[src/rtl/trd_pkg.sv]
// Shared types, codes and the slider percent table for the touch report event decoder.
package trd_pkg;

  typedef enum logic [1:0] {
    KIND_SLIDER = 2'd0,
    KIND_LEFT   = 2'd1,
    KIND_POWER  = 2'd2,
    KIND_RIGHT  = 2'd3
  } event_kind_t;

  localparam logic [6:0] CODE_RIGHT = 7'h00;
  localparam logic [6:0] CODE_POWER = 7'h01;
  localparam logic [6:0] CODE_LEFT  = 7'h02;
  localparam logic [6:0] CODE_NONE  = 7'h7F;

  localparam int unsigned PosOffset = 2;
  localparam int unsigned PosSpan   = 53;
  localparam int unsigned PctScale  = 100;

  typedef logic [6:0] pct_table_t [64];

  // percent for each slider offset p, floor(p*100/53); entries above the span are unused
  function automatic pct_table_t build_pct_table();
    pct_table_t t;
    for (int i = 0; i < 64; i++) begin
      t[i] = 7'((i * PctScale) / PosSpan);
    end
    return t;
  endfunction

  localparam pct_table_t PCT_TABLE = build_pct_table();

endpackage

[src/rtl/touch_report_event_decoder.sv]
// Top level of the touch report event decoder: report bytes in, key and slider events out.
//
// Usage
//   in_valid/in_ready carry one report byte per item. out_valid/out_ready carry one
//   event per item: kind, value and a last flag that marks the final event of a report.
//   A report gives zero to three events; zero-event reports only update key and
//   slider state.
// Event path
//   An accepted report is decoded into a pending-event register, and the output
//   register picks its events from there.
// Throughput
//   A report with zero or one event is taken every cycle while out_ready is high. A
//   report with more events holds the pending register until the output register has
//   drained it, one event per cycle while out_ready is high.
// Reset
//   Synchronous, active low: all keys released, last percent zero, nothing pending,
//   out_valid low.
// Stalls
//   With out_ready low the shown event holds. One more decoded report can wait in
//   the pending register; after that in_ready drops until the receiver takes items.
module touch_report_event_decoder (
  input  logic       clk,
  input  logic       rst_n,
  input  logic       in_valid,
  output logic       in_ready,
  input  logic [7:0] in_report_byte,
  output logic       out_valid,
  input  logic       out_ready,
  output logic [1:0] out_event_kind,
  output logic [6:0] out_event_value,
  output logic       out_last_event
);
  import trd_pkg::*;

  // Key levels: bit 0 left, bit 1 power, bit 2 right.
  logic [2:0]  held_r, held_nxt;
  logic [6:0]  last_pct_r, last_pct_nxt;

  // Pending events: bit 0 single event (press or slider), bits 3:1 releases of
  // left, power, right, drained in that order.
  logic [3:0]  pend_r, pend_nxt;
  event_kind_t single_kind_r, single_kind_nxt;
  logic [6:0]  single_value_r, single_value_nxt;

  logic        out_valid_r, out_valid_nxt;
  event_kind_t out_kind_r, out_kind_nxt;
  logic [6:0]  out_value_r, out_value_nxt;
  logic        out_last_r, out_last_nxt;

  logic        in_fire;
  logic        out_adv;
  logic [6:0]  low;
  logic        key_flag;
  logic [5:0]  pos_off;
  logic [6:0]  pct;
  logic [3:0]  new_pend;
  logic [3:0]  pop_sel;
  logic [3:0]  pend_left;

  assign low      = in_report_byte[6:0];
  assign key_flag = in_report_byte[7];

  // output register may load when empty or when its event is taken
  assign out_adv  = !out_valid_r || out_ready;
  // room for a new report once at most one pending event remains and it moves now
  assign in_ready = (pend_r == 4'b0000) || ($onehot(pend_r) && out_adv);
  assign in_fire  = in_valid && in_ready;

  // slider offset; out-of-range positions count as zero
  always_comb begin
    if (low >= 7'(PosOffset) && (low - 7'(PosOffset)) <= 7'(PosSpan)) begin
      pos_off = 6'(low - 7'(PosOffset));
    end else begin
      pos_off = 6'd0;
    end
  end
  assign pct = PCT_TABLE[pos_off];

  // decode of the incoming report against the current key and slider state
  always_comb begin
    new_pend         = 4'b0000;
    held_nxt         = held_r;
    last_pct_nxt     = last_pct_r;
    single_kind_nxt  = single_kind_r;
    single_value_nxt = single_value_r;
    if (low == CODE_NONE) begin
      // no touch: release every held key
      new_pend = {held_r[2], held_r[1], held_r[0], 1'b0};
      held_nxt = 3'b000;
    end else if (key_flag) begin
      case (low)
        CODE_RIGHT: begin
          new_pend[0]      = !held_r[2];
          held_nxt[2]      = 1'b1;
          single_kind_nxt  = KIND_RIGHT;
          single_value_nxt = 7'd1;
        end
        CODE_POWER: begin
          new_pend[0]      = !held_r[1];
          held_nxt[1]      = 1'b1;
          single_kind_nxt  = KIND_POWER;
          single_value_nxt = 7'd1;
        end
        CODE_LEFT: begin
          new_pend[0]      = !held_r[0];
          held_nxt[0]      = 1'b1;
          single_kind_nxt  = KIND_LEFT;
          single_value_nxt = 7'd1;
        end
        default: begin
          // unknown key code: ignored
        end
      endcase
    end else begin
      new_pend[0]      = (pct != last_pct_r);
      last_pct_nxt     = pct;
      single_kind_nxt  = KIND_SLIDER;
      single_value_nxt = pct;
    end
  end

  // pick the next pending event in order: single, left, power, right
  always_comb begin
    pop_sel = 4'b0000;
    if (pend_r[0]) begin
      pop_sel = 4'b0001;
    end else if (pend_r[1]) begin
      pop_sel = 4'b0010;
    end else if (pend_r[2]) begin
      pop_sel = 4'b0100;
    end else if (pend_r[3]) begin
      pop_sel = 4'b1000;
    end
  end
  assign pend_left = pend_r & ~pop_sel;

  always_comb begin
    out_valid_nxt = out_valid_r;
    out_kind_nxt  = out_kind_r;
    out_value_nxt = out_value_r;
    out_last_nxt  = out_last_r;
    pend_nxt      = pend_r;
    if (out_adv) begin
      out_valid_nxt = (pend_r != 4'b0000);
      out_last_nxt  = (pend_left == 4'b0000);
      out_value_nxt = 7'd0;
      case (pop_sel)
        4'b0001: begin
          out_kind_nxt  = single_kind_r;
          out_value_nxt = single_value_r;
        end
        4'b0010: out_kind_nxt = KIND_LEFT;
        4'b0100: out_kind_nxt = KIND_POWER;
        4'b1000: out_kind_nxt = KIND_RIGHT;
        default: out_kind_nxt = out_kind_r;
      endcase
      pend_nxt = pend_left;
    end
    if (in_fire) begin
      pend_nxt = new_pend;
    end
  end

  always_ff @(posedge clk) begin
    if (!rst_n) begin
      held_r      <= 3'b000;
      last_pct_r  <= 7'd0;
      pend_r      <= 4'b0000;
      out_valid_r <= 1'b0;
    end else begin
      pend_r      <= pend_nxt;
      out_valid_r <= out_valid_nxt;
      if (in_fire) begin
        held_r     <= held_nxt;
        last_pct_r <= last_pct_nxt;
      end
    end
  end

  always_ff @(posedge clk) begin
    if (in_fire) begin
      single_kind_r  <= single_kind_nxt;
      single_value_r <= single_value_nxt;
    end
    out_kind_r  <= out_kind_nxt;
    out_value_r <= out_value_nxt;
    out_last_r  <= out_last_nxt;
  end

  assign out_valid       = out_valid_r;
  assign out_event_kind  = out_kind_r;
  assign out_event_value = out_value_r;
  assign out_last_event  = out_last_r;

  // a report never queues a press or slider event together with releases
  a_pend_exclusive: assert property (@(posedge clk) disable iff (!rst_n)
    !(pend_r[0] && (pend_r[3:1] != 3'b000)))
    else $error("single event pending together with releases");

  // a no-touch report leaves all keys released
  a_release_clears: assert property (@(posedge clk) disable iff (!rst_n)
    (in_fire && in_report_byte[6:0] == CODE_NONE) |=> (held_r == 3'b000))
    else $error("keys still held after no-touch report");

  // slider percent stays within 0..100
  a_pct_range: assert property (@(posedge clk) disable iff (!rst_n)
    (out_valid_r && out_kind_r == KIND_SLIDER) |-> (out_value_r <= 7'(PctScale)))
    else $error("slider percent out of range");

  // a new report never overwrites pending events that have not moved out
  a_no_overwrite: assert property (@(posedge clk) disable iff (!rst_n)
    in_fire |-> ((pend_r == 4'b0000) || (out_adv && pend_left == 4'b0000)))
    else $error("pending events lost");

  // key release events carry level zero, presses level one
  a_key_level: assert property (@(posedge clk) disable iff (!rst_n)
    (out_valid_r && out_kind_r != KIND_SLIDER) |-> (out_value_r <= 7'd1))
    else $error("key event with bad level");

endmodule

[config.mk]
export PLATFORM = sky130hd
export DESIGN_NAME = touch_report_event_decoder
export DESIGN_NICKNAME = d
export VERILOG_FILES = /design/src/rtl/trd_pkg.sv /design/src/rtl/touch_report_event_decoder.sv
export SDC_FILE = /design/constraint.sdc
export NUM_CORES = 1
export LEC_CHECK = 0
export BUFFER_PORTS_ARGS = -buffer_cell sky130_fd_sc_hd__buf_2
export CORE_AREA = 8 8 67 97
export CTS_CLUSTER_DIAMETER = 120
export DETAILED_ROUTE_END_ITERATION = 8
export DIE_AREA = 0 0 75 105
export GPL_TIMING_DRIVEN = 0
export PLACE_DENSITY = 0.85
export SLEW_MARGIN = 20
export SYNTH_ARGS = -nofsm -noshare
export SYNTH_HDL_FRONTEND = slang
export SYNTH_SLANG_ARGS = --single-unit
[constraint.sdc]
create_clock -name clk -period 3.5 [get_ports clk]
set_input_delay 0.175 -clock clk [delete_from_list [all_inputs] [get_ports clk]]
set_output_delay 0.175 -clock clk [all_outputs]
set_load 0.1 [all_outputs]
* After elaboration in Yosys (flattened, before gate mapping)
Memory sizes are Yosys's and may differ from the RTL's. Cells that the tools add are included.
Word-level totals: bits in read-only memories 448, word-level logic and storage cells 84, input bits 12, output and inout bits 12, register bits after elaboration 34, memories kept 1
Memories:
- (no name shown) | depth 64, width 7, read ports 1, clocked after memory_dff 0, write ports 0, line touch_report_event_decoder.sv:77 | assign pct = PCT_TABLE[pos_off];
Cells by class: muxes and demuxes 22, magnitude comparators 3, bitwise gates (word level) 5, eq/ne operators 11, reductions and logical operators 27, add/sub/neg operators 4
Operators by type and width (count):
- $mux W7 | 4
- $mux W4 | 6
- $reduce_and A3 Y1 | 6
- $reduce_bool A2 Y1 | 5
- $mux W3 | 3
- $logic_not A4 Y1 | 2
- $pmux W2 S4 | 1
- $reduce_bool A4 Y1 | 2
- $eq A7 B1 Y1 const B | 1
- $eq A7 B2 Y1 const B | 1
- $eq A7 B7 Y1 const B | 1
- $ge A7 B2 Y1 const B | 1
- $ge A7 B7 Y1 const B | 1
- $le A7 B6 Y1 const B | 1
- $logic_not A7 Y1 | 1
- $ne A7 B7 Y1 | 1
- $not A6 Y7 | 1
- $sub A7 B2 Y7 const B | 1
- $mux W6 | 1
- $pmux W2 S3 | 1
- $mux W1 | 5
- $add A1 B1 Y2 | 2
- $and A4 B4 Y4 | 1
- $eq A4 B1 Y1 const B | 1
- 15 further kinds | 22

* Logic depth before layout (Yosys ltp)
Gate-level depths: netlist (run 1).
depth in word-level cells 12, depth in mapped cells 18

* Worst setup path before layout (run 1)
No wires, ideal clock.
kind input port to flip-flop, from input port in_report_byte[1], to register pend_r[0], cell stages on the path 16, slack -56 ps, setup time 134 ps, data required time 3366 ps, data arrival time 3422 ps, buffers on the path 2, cell sequence buf_2 -> clkinv_1 -> ha_1 -> buf_2 -> xnor2_1 -> o21a_2 -> nor2_1 -> nor2_1 -> nand2_1 -> ha_1 -> o311a_1 -> o21a_1 -> a311o_1 -> a211oi_2 -> o2111a_1 -> a41oi_1
Between the ends: longest elaborated chain between the ends 12, elaborated cells between the ends (all ways) 18, classes of those cells 1 x add/sub; 2 x order compare; 4 x eq/ne; 7 x mux; 1 x bitwise; 2 x reduce/logical; 1 x memory
Ends and longest elaborated chain:
- from (decl) | line touch_report_event_decoder.sv:26 | input logic [7:0] in_report_byte,
- $sub A7 B2 Y7 | line touch_report_event_decoder.sv:72 | pos_off = 6'(low - 7'(PosOffset));
- $le A7 B6 Y1 | line touch_report_event_decoder.sv:71 | if (low >= 7'(PosOffset) && (low - 7'(PosOffset)) <= 7'(PosSpan)) begin
- $logic_and A1 B1 Y1 | line touch_report_event_decoder.sv:71
- $mux W6 | line touch_report_event_decoder.sv:71
- $not A6 Y7 (not written as such) | line touch_report_event_decoder.sv:77
- $mem_v2 Z64 W7
- $mux W7 (not written as such) (2 in a row) | line touch_report_event_decoder.sv:77
- $ne A7 B7 Y1 | line touch_report_event_decoder.sv:115 | new_pend[0] = (pct != last_pct_r);
- $mux W1 | line touch_report_event_decoder.sv:90 | end else if (key_flag) begin
- $mux W1 (*) | line touch_report_event_decoder.sv:86 | if (low == CODE_NONE) begin
- $mux W4 (*) | line touch_report_event_decoder.sv:159 | if (in_fire) begin
- to (signal assigned) | line touch_report_event_decoder.sv:171 | pend_r <= pend_nxt;
- to (decl) | line touch_report_event_decoder.sv:41 | logic [3:0] pend_r, pend_nxt;
Mark *: on every way between the ends. The rest lies on a longest branch, timed or not. The select of a mux whose other input is x is not followed. A chain may end at the register's enable or synchronous reset.

* Worst setup path in the final report (run 1)
Same ends and word-level chain as after synthesis.

==> results of run 1 <==
## sequential cells by signal (all words and copies together) (netlist names)
register         count
pend_r               4
out_event_value      7
held_r               3
single_value_r       7
out_valid            1
last_pct_r           7
single_kind_r        2
out_event_kind       2
out_last_event       1
## placed cells by master, fill, tap and decap left out, types with 9 or more instances in the layout
master                     synthesis  final
sky130_fd_sc_hd__dfxtp_1          15     15
sky130_fd_sc_hd__edfxtp_1         19     19
sky130_fd_sc_hd__nor2_1           27     25
sky130_fd_sc_hd__o21ai_0          20     20
sky130_fd_sc_hd__ha_1             19     16
sky130_fd_sc_hd__a21oi_1          11     11
sky130_fd_sc_hd__nand2_1          27     26
sky130_fd_sc_hd__buf_2             5     24
sky130_fd_sc_hd__inv_1            16     16
sky130_fd_sc_hd__nand3_1           9      9
sky130_fd_sc_hd__a31oi_1           9      9
sky130_fd_sc_hd__and2_1           16     16
## how the worst max path moves through the flow
stage | start | to | slack [ns]
2_1_floorplan | in_report_byte[1] | pend_r[0]$_SDFFE_PN0P_ | 0.004
3_3_place_gp | in_report_byte[1] | pend_r[0]$_SDFFE_PN0P_ | -0.76
3_5_place_dp | in_report_byte[1] | pend_r[0]$_SDFFE_PN0P_ | -0.78
4_1_cts | in_report_byte[1] | pend_r[0]$_SDFFE_PN0P_ | 0.07
5_1_grt | in_report_byte[1] | pend_r[0]$_SDFFE_PN0P_ | 0.01
6_report | in_report_byte[1] | pend_r[0]$_SDFFE_PN0P_ | 0.24
## worst max-delay path, stage by stage
cell and delay (ns):
sky130_fd_sc_hd__clkbuf_4 0.23, sky130_fd_sc_hd__inv_4 0.09, sky130_fd_sc_hd__ha_1 0.20, sky130_fd_sc_hd__buf_2 0.19
sky130_fd_sc_hd__o21ai_0 0.09, sky130_fd_sc_hd__a21bo_2 0.25, sky130_fd_sc_hd__nand2_2 0.14, sky130_fd_sc_hd__nor2_2 0.19
sky130_fd_sc_hd__nand2_1 0.16, sky130_fd_sc_hd__ha_2 0.37, sky130_fd_sc_hd__o311a_1 0.36, sky130_fd_sc_hd__o21a_1 0.19
sky130_fd_sc_hd__a311o_1 0.36, sky130_fd_sc_hd__a211oi_2 0.14, sky130_fd_sc_hd__o2111a_1 0.19, sky130_fd_sc_hd__a41oi_1 0.09
## Yosys cell counts (2+ instances only)
cell,instances
sky130_fd_sc_hd__inv_1,16
sky130_fd_sc_hd__o21ai_0,20
sky130_fd_sc_hd__or3_1,3
sky130_fd_sc_hd__o2111a_1,2
sky130_fd_sc_hd__o31ai_1,2
sky130_fd_sc_hd__edfxtp_1,19
sky130_fd_sc_hd__nor3_1,5
sky130_fd_sc_hd__dfxtp_1,15
sky130_fd_sc_hd__a211oi_1,2
sky130_fd_sc_hd__a31oi_1,9
sky130_fd_sc_hd__nor2_1,27
sky130_fd_sc_hd__nand4_1,2
sky130_fd_sc_hd__a311o_1,2
sky130_fd_sc_hd__nor4_1,4
sky130_fd_sc_hd__xnor2_1,3
sky130_fd_sc_hd__a21boi_0,3
sky130_fd_sc_hd__o211ai_1,5
sky130_fd_sc_hd__buf_2,5
sky130_fd_sc_hd__nand2b_1,2
sky130_fd_sc_hd__nor2b_1,7
sky130_fd_sc_hd__a211o_1,2
sky130_fd_sc_hd__o31a_1,3
sky130_fd_sc_hd__nand3_1,9
sky130_fd_sc_hd__xor2_1,6
sky130_fd_sc_hd__a21oi_1,11
sky130_fd_sc_hd__and2_1,16
sky130_fd_sc_hd__ha_1,19
sky130_fd_sc_hd__clkbuf_1,8
sky130_fd_sc_hd__mux2i_1,2
sky130_fd_sc_hd__a31o_2,2
sky130_fd_sc_hd__o32a_1,2
sky130_fd_sc_hd__o21a_1,3
sky130_fd_sc_hd__o22ai_1,4
sky130_fd_sc_hd__nand2_1,27
## power breakdown
part	internal, µW	switching (µW)
Sequential	438	5.84
Combinational	111	206
Clock	183	153
Total	732	366
## area by class of cell
cell class	count	area [µm²]
inverters	17	66.31
clock inverters	2	15.01
clock buffers	6	93.84
repair buffers	25	137.6
plain buffers	13	61.31
fillers	452	2056
flip-flops and latches	34	870.8
multi-input cells	234	1699
well taps	68	85.08
## per-stage QoR
stage          instance area [µm²]  setup TNS, ns  hold slack, ns
2_1_floorplan                 2661              0          0.3173
3_3_place_gp                  2851         -4.328          0.4650
3_5_place_dp                  2851         -5.106          0.4686
4_1_cts                       3025              0          0.1542
5_1_grt                       3029              0          0.1615
6_report                      3029              0          0.1574
## repair_timing
action	CTS	global route
buffers inserted	4	0
resized for setup	10	2
pin swaps	2	0
endpoints found under the setup margin	9	2
## routing by layer
layer  part of all wire [%]  track usage [%]  up-vias
met5                      0                0        -
met4                    3.2            11.13        0
met3                    5.8            2.392       18
met2                     55            31.33       87
met1                     36            16.64     1131
li1                       -                -     1156
## logic make-up after synthesis
group           Yosys count
buf+inv                  31
xor+xnor                 11
fa+ha+maj                21
mux                       3
flops                    34
compound gates           88
simple gates            111
==> flow_summary.yaml, run 1 <==
status:
  status: "finished clean"
routing:
  drt-pass1-iter-count: 4
  dr.first_iter.drc_count: 208
  via_per_inst: 5.995
  drt_drc_violations_left: 0
  via_count: 2392
  drt_wl_total_um: 6529
  final_antenna_net_count: 0
  wl_per_cell_um: 16.36
worst_setup_path:
  setup.worst_path.start_class: "primary input"
  timing.rr.start: "pend_r[0]$_SDFFE_PN0P_"
  critical_path_peak_fanout: 13
  worstRegToRegCells: 14
  arrival_ns: 3.44
  critical_path_required_ns: 3.67
  rr_endpoint: "last_pct_r[6]$_SDFFE_PN0P_"
  endpoint_kind: "flop"
  reg2reg_slack_ns: 0.32
  timing_worst_setup_path_type: "primary input to flop"
job:
  drv.max_cap_violation_count: 0
synthesis:
  synthArstFlopShare_pct: 0
  yosysUniqueCellTypes: 66
  number_of_warning_messages_in_the_yosys_log: 0
  synth_xor_area_share_pct: 4.196
  yosys_most_used_dff: "sky130_fd_sc_hd__edfxtp_1"
  cell_area_after_synthesis_um2: 2654
  post_synth_and_or_nand_nor_area_fraction_pct: 21.55
  largest_family_of_logic_cells_by_synthesized_area: "compound AO/OA/AOI/OAI gates"
  count_of_flip_flops_with_a_built_in_enable_after_synthesis: 19
  synth-compound-area-share_pct: 24.85
  yosys.area.top_type_share_pct: 21.50
  synthesis.nets: 331
  fraction_of_the_mapped_netlist_area_in_adder_cells_pct: 10.09
  synth.ff_latch_count: 34
  synth-seq-area-share_pct: 32.81
  avgSynthCellArea_um2: 8.876
  largest_area_contributor_in_the_netlist: "sky130_fd_sc_hd__edfxtp_1"
  synth.area.mux_share_pct: 1.603
  synth_cells: 299
  synth.area.top_cells: "sky130_fd_sc_hd__edfxtp_1 21%, sky130_fd_sc_hd__dfxtp_1 11%, sky130_fd_sc_hd__ha_1 9.0%"
global_routing:
  first_global_vias: 2383
  number_of_antenna_violations_at_the_first_check_in_global_routing: 0
  grt_max_degree: 14
  track_usage_pct: 17.11
  globalRouteOverflowTotal: 0
  grt_first_pass_wirelength_um: 10650
timing:
  setup_viol: 0
  worstMarginPinSlew_ns: 0.5936
  hold_viol_final: 0
  slew_headroom_pct: 60.12
  finalCritPeriodShare_pct: 93.26
  maxClockFrequency_ghz: 0.3063
  final_worst_path_setup_slack_ns: 0.2357
  finalCriticalPeriod_ns: 3.264
  timing.final.max_slew_violations: 0
  fin_worst_skew_ns: 0.008030
  rsz0062_at_grt: "false"
cts:
  tritoncts.num_buffers: 5
  clk_root_buffer_cell: "sky130_fd_sc_hd__clkbuf_8"
  numClockSinks: 34
  cts_h_tree_depth: 2
  cts.reportedPaths.clkPinSlew_ns: 0.07
  tritoncts_clock_tree: "yes"
  clock_path_buffers: 2
  insertion_delay_ns: 0.30
  hold_buffers: 0
min_path:
  holdPathEnd: "out_valid$_SDFFE_PN0N_"
  whs_path_depth: 2
  hp-start: "rst_n"
  worstHoldPathType: "primary input to flop"
floorplan:
  floorplan.die.height_um: 105
  floorplan.die_area_um2: 7875
  placement_rows: 32
  core_um2: 5085
  io-pin-count: 24
  fp.dieW_um: 75
  initial_core_util_pct: 52.19
cells_and_area:
  finalNetCount: 362
  final_cells: 399
  fraction_of_the_core_area_covered_by_cells_at_the_end_of_the_flow_pct: 59.57
  antenna_cells: 0
  proportion_of_layout_cells_with_a_drive_suffix_above_1_pct: 19.34
  area.growth.synth_to_final_pct: 14.14
place:
  place.detailed.hpwl_um: 4940
  place_worst_setup_slack_ns: -0.7812
  port_buffers: 21
  placedCellCount: 388
  gp_congestion: 0.9651
power_and_ir_drop:
  leakage_uw: 0.001206
  peak_vdd_ir_v: 0.0001807
  power_per_cell_area_nw_per_um2: 362.3
  post-layout-total-power_uw: 1097
Note: power is estimated with default switching activity, not from simulation.
==> run 2, diff against run 1 <==
==> constraint.sdc (replaced) <==
create_clock -name clk -period 3.5 [get_ports clk]
set_input_delay 0.35 -clock clk [delete_from_list [all_inputs] [get_ports clk]]
set_output_delay 0.35 -clock clk [all_outputs]
set_load 0.1 [all_outputs]
==> flow_summary.yaml, run 2 (synthesis gave the netlist of run 1 again) <==
power_and_ir_drop:
  peak_vdd_ir_v: 0.0001478
  leakage_uw: 0.001217
  power_per_cell_area_nw_per_um2: 342.6
place:
  place.detailed.hpwl_um: 4921
  dpl-instance-area_um2: 2879
  gp_congestion: 0.9687
  place_worst_setup_slack_ns: -0.6429
  port_buffers: 21
routing:
  wl_per_cell_um: 16.11
  drt_drc_violations_left: 0
  drt_wl_total_um: 6442
  via_per_inst: 5.990
  via_count: 2396
  final_antenna_net_count: 0
  drt-pass1-iter-count: 6
  dr.first_iter.drc_count: 146
worst_setup_path:
  setup.worst_path.start_class: "primary input"
  critical_path_peak_fanout: 8
  arrival_ns: 3.51
  critical_path_required_ns: 3.66
  endpoint_kind: "flop"
  timing_worst_setup_path_type: "primary input to flop"
  worst_setup_path_startpoint: "in_report_byte[2]"
  rr_endpoint: "last_pct_r[6]$_SDFFE_PN0P_"
  timing.rr.start: "pend_r[1]$_SDFFE_PN0P_"
  reg2reg_slack_ns: 0.34
  worstRegToRegCells: 14
cts:
  tritoncts.num_buffers: 5
  cts_h_tree_depth: 2
  tritoncts_clock_tree: "yes"
  cts.reportedPaths.clkPinSlew_ns: 0.07
  insertion_delay_ns: 0.29
  clock_path_buffers: 2
  numClockSinks: 34
  clk_root_buffer_cell: "sky130_fd_sc_hd__clkbuf_8"
floorplan:
  placement_rows: 32
  core_um2: 5085
  floorplan.die.height_um: 105
  fp.dieW_um: 75
  floorplan.die_area_um2: 7875
  io-pin-count: 24
  initial_core_util_pct: 52.19
global_routing:
  track_usage_pct: 16.84
  grt_max_degree: 14
  grt_first_pass_wirelength_um: 10580
  globalRouteOverflowTotal: 0
  first_global_vias: 2289
  number_of_antenna_violations_at_the_first_check_in_global_routing: 0
timing:
  worstMarginPinSlew_ns: 0.5805
  finalCriticalPeriod_ns: 3.347
  rsz0062_at_grt: "false"
  final_worst_path_setup_slack_ns: 0.1529
  timing.final.max_slew_violations: 0
  hold_viol_final: 0
  final.hold.worst_slack_ns: 0.3486
  maxClockFrequency_ghz: 0.2988
  setup_viol: 0
  slew_headroom_pct: 61.16
  fin_worst_skew_ns: 0.004770
  finalCritPeriodShare_pct: 95.63
cells_and_area:
  antenna_cells: 0
  layout_common_cells: "25 x sky130_fd_sc_hd__nor2_1, 24 x sky130_fd_sc_hd__nand2_1, 23 x sky130_fd_sc_hd__buf_2"
  mostFrequentLayoutCell: "sky130_fd_sc_hd__nor2_1"
  layout.cell_area.non_filler_um2: 3052
  area.growth.synth_to_final_pct: 14.99
  finalNetCount: 363
  proportion_of_layout_cells_with_a_drive_suffix_above_1_pct: 20.48
min_path:
  hp-start: "rst_n"
  worstHoldPathType: "primary input to flop"
  whs_path_depth: 3
  holdPathEnd: "pend_r[0]$_SDFFE_PN0P_"
job:
  drv.max_cap_violation_count: 0
status:
  status: "finished clean"
run 2: worst max-delay path by stage:
stage,end,slack [ns],cells past startpoint
after floorplan,pend_r[0]$_SDFFE_PN0P_,0.05,16
after global placement,pend_r[0]$_SDFFE_PN0P_,-0.62,16
after detailed placement,pend_r[0]$_SDFFE_PN0P_,-0.64,18
after CTS,pend_r[0]$_SDFFE_PN0P_,0.09,17
after global routing,pend_r[0]$_SDFFE_PN0P_,0.001,17
final,pend_r[0]$_SDFFE_PN0P_,0.15,16
run 2: critical path, stage by stage:
cell and delay, ns:
sky130_fd_sc_hd__buf_2 0.18, sky130_fd_sc_hd__inv_1 0.12, sky130_fd_sc_hd__ha_1 0.19, sky130_fd_sc_hd__clkbuf_4 0.20, sky130_fd_sc_hd__xor2_1 0.17, sky130_fd_sc_hd__a2bb2oi_2 0.32, sky130_fd_sc_hd__nor2_4 0.10, sky130_fd_sc_hd__nor2_4 0.13
sky130_fd_sc_hd__nand2_2 0.13, sky130_fd_sc_hd__ha_4 0.29, sky130_fd_sc_hd__o311a_1 0.35, sky130_fd_sc_hd__o21a_1 0.19, sky130_fd_sc_hd__a311o_1 0.36, sky130_fd_sc_hd__a211oi_2 0.14, sky130_fd_sc_hd__o2111a_1 0.20, sky130_fd_sc_hd__a41oi_1 0.10
run 2: stage by stage:
step                TNS [ns]  instances  power (µW)  utilization [%]
global placement      -3.472        388       749.6            56.62
detailed placement    -4.103        388       754.3            56.62
global route               0        400        1093            60.01
floorplan                  0        299       683.2                -
CTS                        0        398        1038            59.20
finish                     0        400        1046            60.01
run 2: final cells by class:
class / count / area (µm²)
flip-flops and latches: 34 / 870.8
inverters: 17 / 68.82
fillers: 467 / 2033
multi-input cells: 234 / 1732
well taps: 68 / 85.08
clock inverters: 2 / 10.01
clock buffers: 6 / 72.57
plain buffers: 13 / 63.81
repair buffers: 26 / 148.9
run 2: what timing repair did:
action | 4_1_cts | 5_1_grt
gates resized for setup | 7 | 8
hold buffers | 0 | 0
setup endpoints to repair | 6 | 1
setup buffers | 3 | 2
endpoints found under the hold margin | 0 | 0
pin swaps | 2 | 2
run 2: where the power goes:
part / switching (µW) / internal, µW / leakage, µW / total, µW
Clock: 138 / 138 / 0.0000450 / 276
Combinational: 211 / 115 / 0.000857 / 326
Sequential: 5.44 / 438 / 0.000314 / 444
run 2: routing by layer:
layer	vias up	global-route usage [%]	share of wire (%)
li1	1154	-	-
met1	1115	17.48	37
met2	103	29.71	53
met3	24	2.679	6.4
met4	0	10.28	4.0
met5	-	0	0
==> run 3, diff against run 2 <==
--- a/config.mk
+++ b/config.mk
@@ -14,2 +14,3 @@
 export PLACE_DENSITY = 0.85
+export REMOVE_ABC_BUFFERS = 1
 export SLEW_MARGIN = 20
--- a/constraint.sdc
+++ b/constraint.sdc
@@ -3,2 +3,2 @@
 set_output_delay 0.35 -clock clk [all_outputs]
-set_load 0.1 [all_outputs]
+set_load 0.05 [all_outputs]
==> flow_summary.yaml, run 3 (synthesis gave the netlist of run 1 again) <==
routing:
  wl_per_cell_um: 16.48
  via_count: 2353
  drt_drc_violations_left: 0
  dr.first_iter.drc_count: 199
  drt-pass1-iter-count: 4
  final_antenna_net_count: 0
  drt_wl_total_um: 6462
  via_per_inst: 6.003
timing:
  finalCritPeriodShare_pct: 97.92
  final_worst_path_setup_slack_ns: 0.07291
  worstMarginPinSlew_ns: 0.7783
  hold_viol_final: 0
  slew_headroom_pct: 48.07
  finalCriticalPeriod_ns: 3.427
  setup_total_negative_slack_ns: 0
  maxClockFrequency_ghz: 0.2918
  setup_viol: 0
  timing.final.max_slew_violations: 0
  fin_worst_skew_ns: 0.004886
worst_setup_path:
  cp_slowest_stage_delay_ns: 0.43
  timing.rr.start: "pend_r[1]$_SDFFE_PN0P_"
  critical_path_required_ns: 3.65
  critical_path.n_buffers_inverters: 1
  critical-path-top-delay-family: "compound AO/OA/AOI/OAI gates"
  crit_path_cell_trace: "buf_4, or2_4, o41ai_4, nand2_2, nor2_2, nand2_2, ha_2, o311a_1, o21a_1, a311o_1, a211oi_2, o2111a_1, a41oi_1"
  timing_worst_setup_path_type: "primary input to flop"
  worst_setup_path_startpoint: "in_report_byte[1]"
  arrival_ns: 3.58
  setup.worst_path.start_class: "primary input"
  critical_path_peak_fanout: 13
  endpoint_kind: "flop"
  crit_slowest_cell: "sky130_fd_sc_hd__o41ai_4"
  crit_top_cell: "sky130_fd_sc_hd__nand2_2"
power_and_ir_drop:
  leakage_uw: 0.001214
  power.combinational.fraction_pct: 27.8
  p_int_uw: 760.4
  seqPwrFrac_pct: 40.6
  peak_vdd_ir_v: 0.0001743
  p_sw_share_pct: 30.36
  clkPwrFrac_pct: 31.5
  netSwitchingPower_uw: 331.5
  power_per_cell_area_nw_per_um2: 356.9
global_routing:
  number_of_antenna_violations_at_the_first_check_in_global_routing: 0
  globalRouteOverflowTotal: 0
  grt_max_degree: 18
  track_usage_pct: 16.94
  grt_first_pass_wirelength_um: 10760
  first_global_vias: 2337
floorplan:
  floorplan.die.height_um: 105
  fp.dieW_um: 75
  initial_core_util_pct: 52.19
  floorplan.die_area_um2: 7875
  placement_rows: 32
  core_um2: 5085
  io-pin-count: 24
cells_and_area:
  fraction_of_the_core_area_covered_by_cells_at_the_end_of_the_flow_pct: 60.16
  final.fill_count: 440
  seqCellArea_um2: 870.8
  finalNetCount: 355
  area.growth.synth_to_final_pct: 15.28
  layout_common_cells: "25 x sky130_fd_sc_hd__nor2_1, 24 x sky130_fd_sc_hd__nand2_1, 22 x sky130_fd_sc_hd__buf_2"
  final_cells: 392
  proportion_of_layout_cells_with_a_drive_suffix_above_1_pct: 21.60
  mostFrequentLayoutCell: "sky130_fd_sc_hd__nor2_1"
  antenna_cells: 0
  multiInputGateArea_um2: 1750
status:
  status: "finished clean"
min_path:
  hp-start: "rst_n"
  worstHoldPathType: "primary input to flop"
place:
  place_worst_setup_slack_ns: -1.562
  port_buffers: 23
  gp_congestion: 0.9254
  place.detailed.hpwl_um: 4681
  placedCellCount: 376
cts:
  hold_buffers: 0
  numClockSinks: 34
  tritoncts_clock_tree: "yes"
  cts.reportedPaths.clkPinSlew_ns: 0.07
  tritoncts.num_buffers: 5
  clock_path_buffers: 2
  insertion_delay_ns: 0.28
  clk_root_buffer_cell: "sky130_fd_sc_hd__clkbuf_8"
  cts_h_tree_depth: 2
job:
  drv.max_cap_violation_count: 0
[run 3: metal layers]
layer  wire length (µm)  GRT usage, %  up-vias
met2               3514         30.77       78
met3                338         1.435       17
met5                  0             0        -
met1               2437         18.02     1115
li1                   -             -     1143
met4                172         9.155        0
[run 3: area by class of cell]
| cell class | instances | share of cell area (%) |
|---|---|---|
| Inverter | 17 | 2.249 |
| Timing Repair Buffer | 31 | 5.808 |
| Multi-Input combinational cell | 234 | 57.22 |
| Sequential cell | 34 | 28.47 |
| Clock buffer | 6 | 2.372 |
| Tap cell | 68 | 2.781 |
| Clock inverter | 2 | 1.104 |
[run 3: final timing paths]
kind	slack [ns]	end	cells after the start
worst max-delay path	0.07	pend_r[0]$_SDFFE_PN0P_	13
worst min-delay path	0.43	out_valid$_SDFFE_PN0N_	2
worst max register to register	0.47	last_pct_r[3]$_SDFFE_PN0P_	12
worst min register to register	0.51	pend_r[2]$_SDFFE_PN0P_	2
[run 3: power groups by stage]
stage / combinational (µW) / sequential [µW] / clock (µW)
finish: 304 / 444 / 344
global route: 329 / 445 / 366
CTS: 288 / 444 / 348
detailed placement: 270 / 453 / 0
global placement: 265 / 452 / 0
floorplan: 180 / 466 / 0
[run 3: worst reg2reg max path, cell delays in order, from the launching register on]
cell	delay (ns)
sky130_fd_sc_hd__dfxtp_1	0.42
sky130_fd_sc_hd__inv_1	0.14
sky130_fd_sc_hd__fa_1	0.52
sky130_fd_sc_hd__inv_1	0.05
sky130_fd_sc_hd__ha_1	0.18
sky130_fd_sc_hd__ha_1	0.27
sky130_fd_sc_hd__nor2_1	0.11
sky130_fd_sc_hd__a31o_2	0.18
sky130_fd_sc_hd__and2_1	0.32
sky130_fd_sc_hd__nand2_1	0.33
sky130_fd_sc_hd__nand2_1	0.15
sky130_fd_sc_hd__o21ai_0	0.09
sky130_fd_sc_hd__and2_1	0.17
[run 3: stage by stage]
stage / area [µm²] / hold slack [ns] / total power, µW
2_1_floorplan: 2587 / 0.4530 / 646.1
3_5_place_dp: 2788 / 0.4937 / 722.5
5_1_grt: 3059 / 0.4481 / 1141
3_3_place_gp: 2788 / 0.4730 / 717.2
4_1_cts: 2990 / 0.4265 / 1080
6_report: 3059 / 0.4345 / 1092
[run 3: timing repair]
item,CTS,global route
setup endpoints to repair,15,1
gates cloned,0,0
buffers inserted,3,5
hold endpoints to repair,0,0
gates resized for setup,15,8
pin swaps,3,3
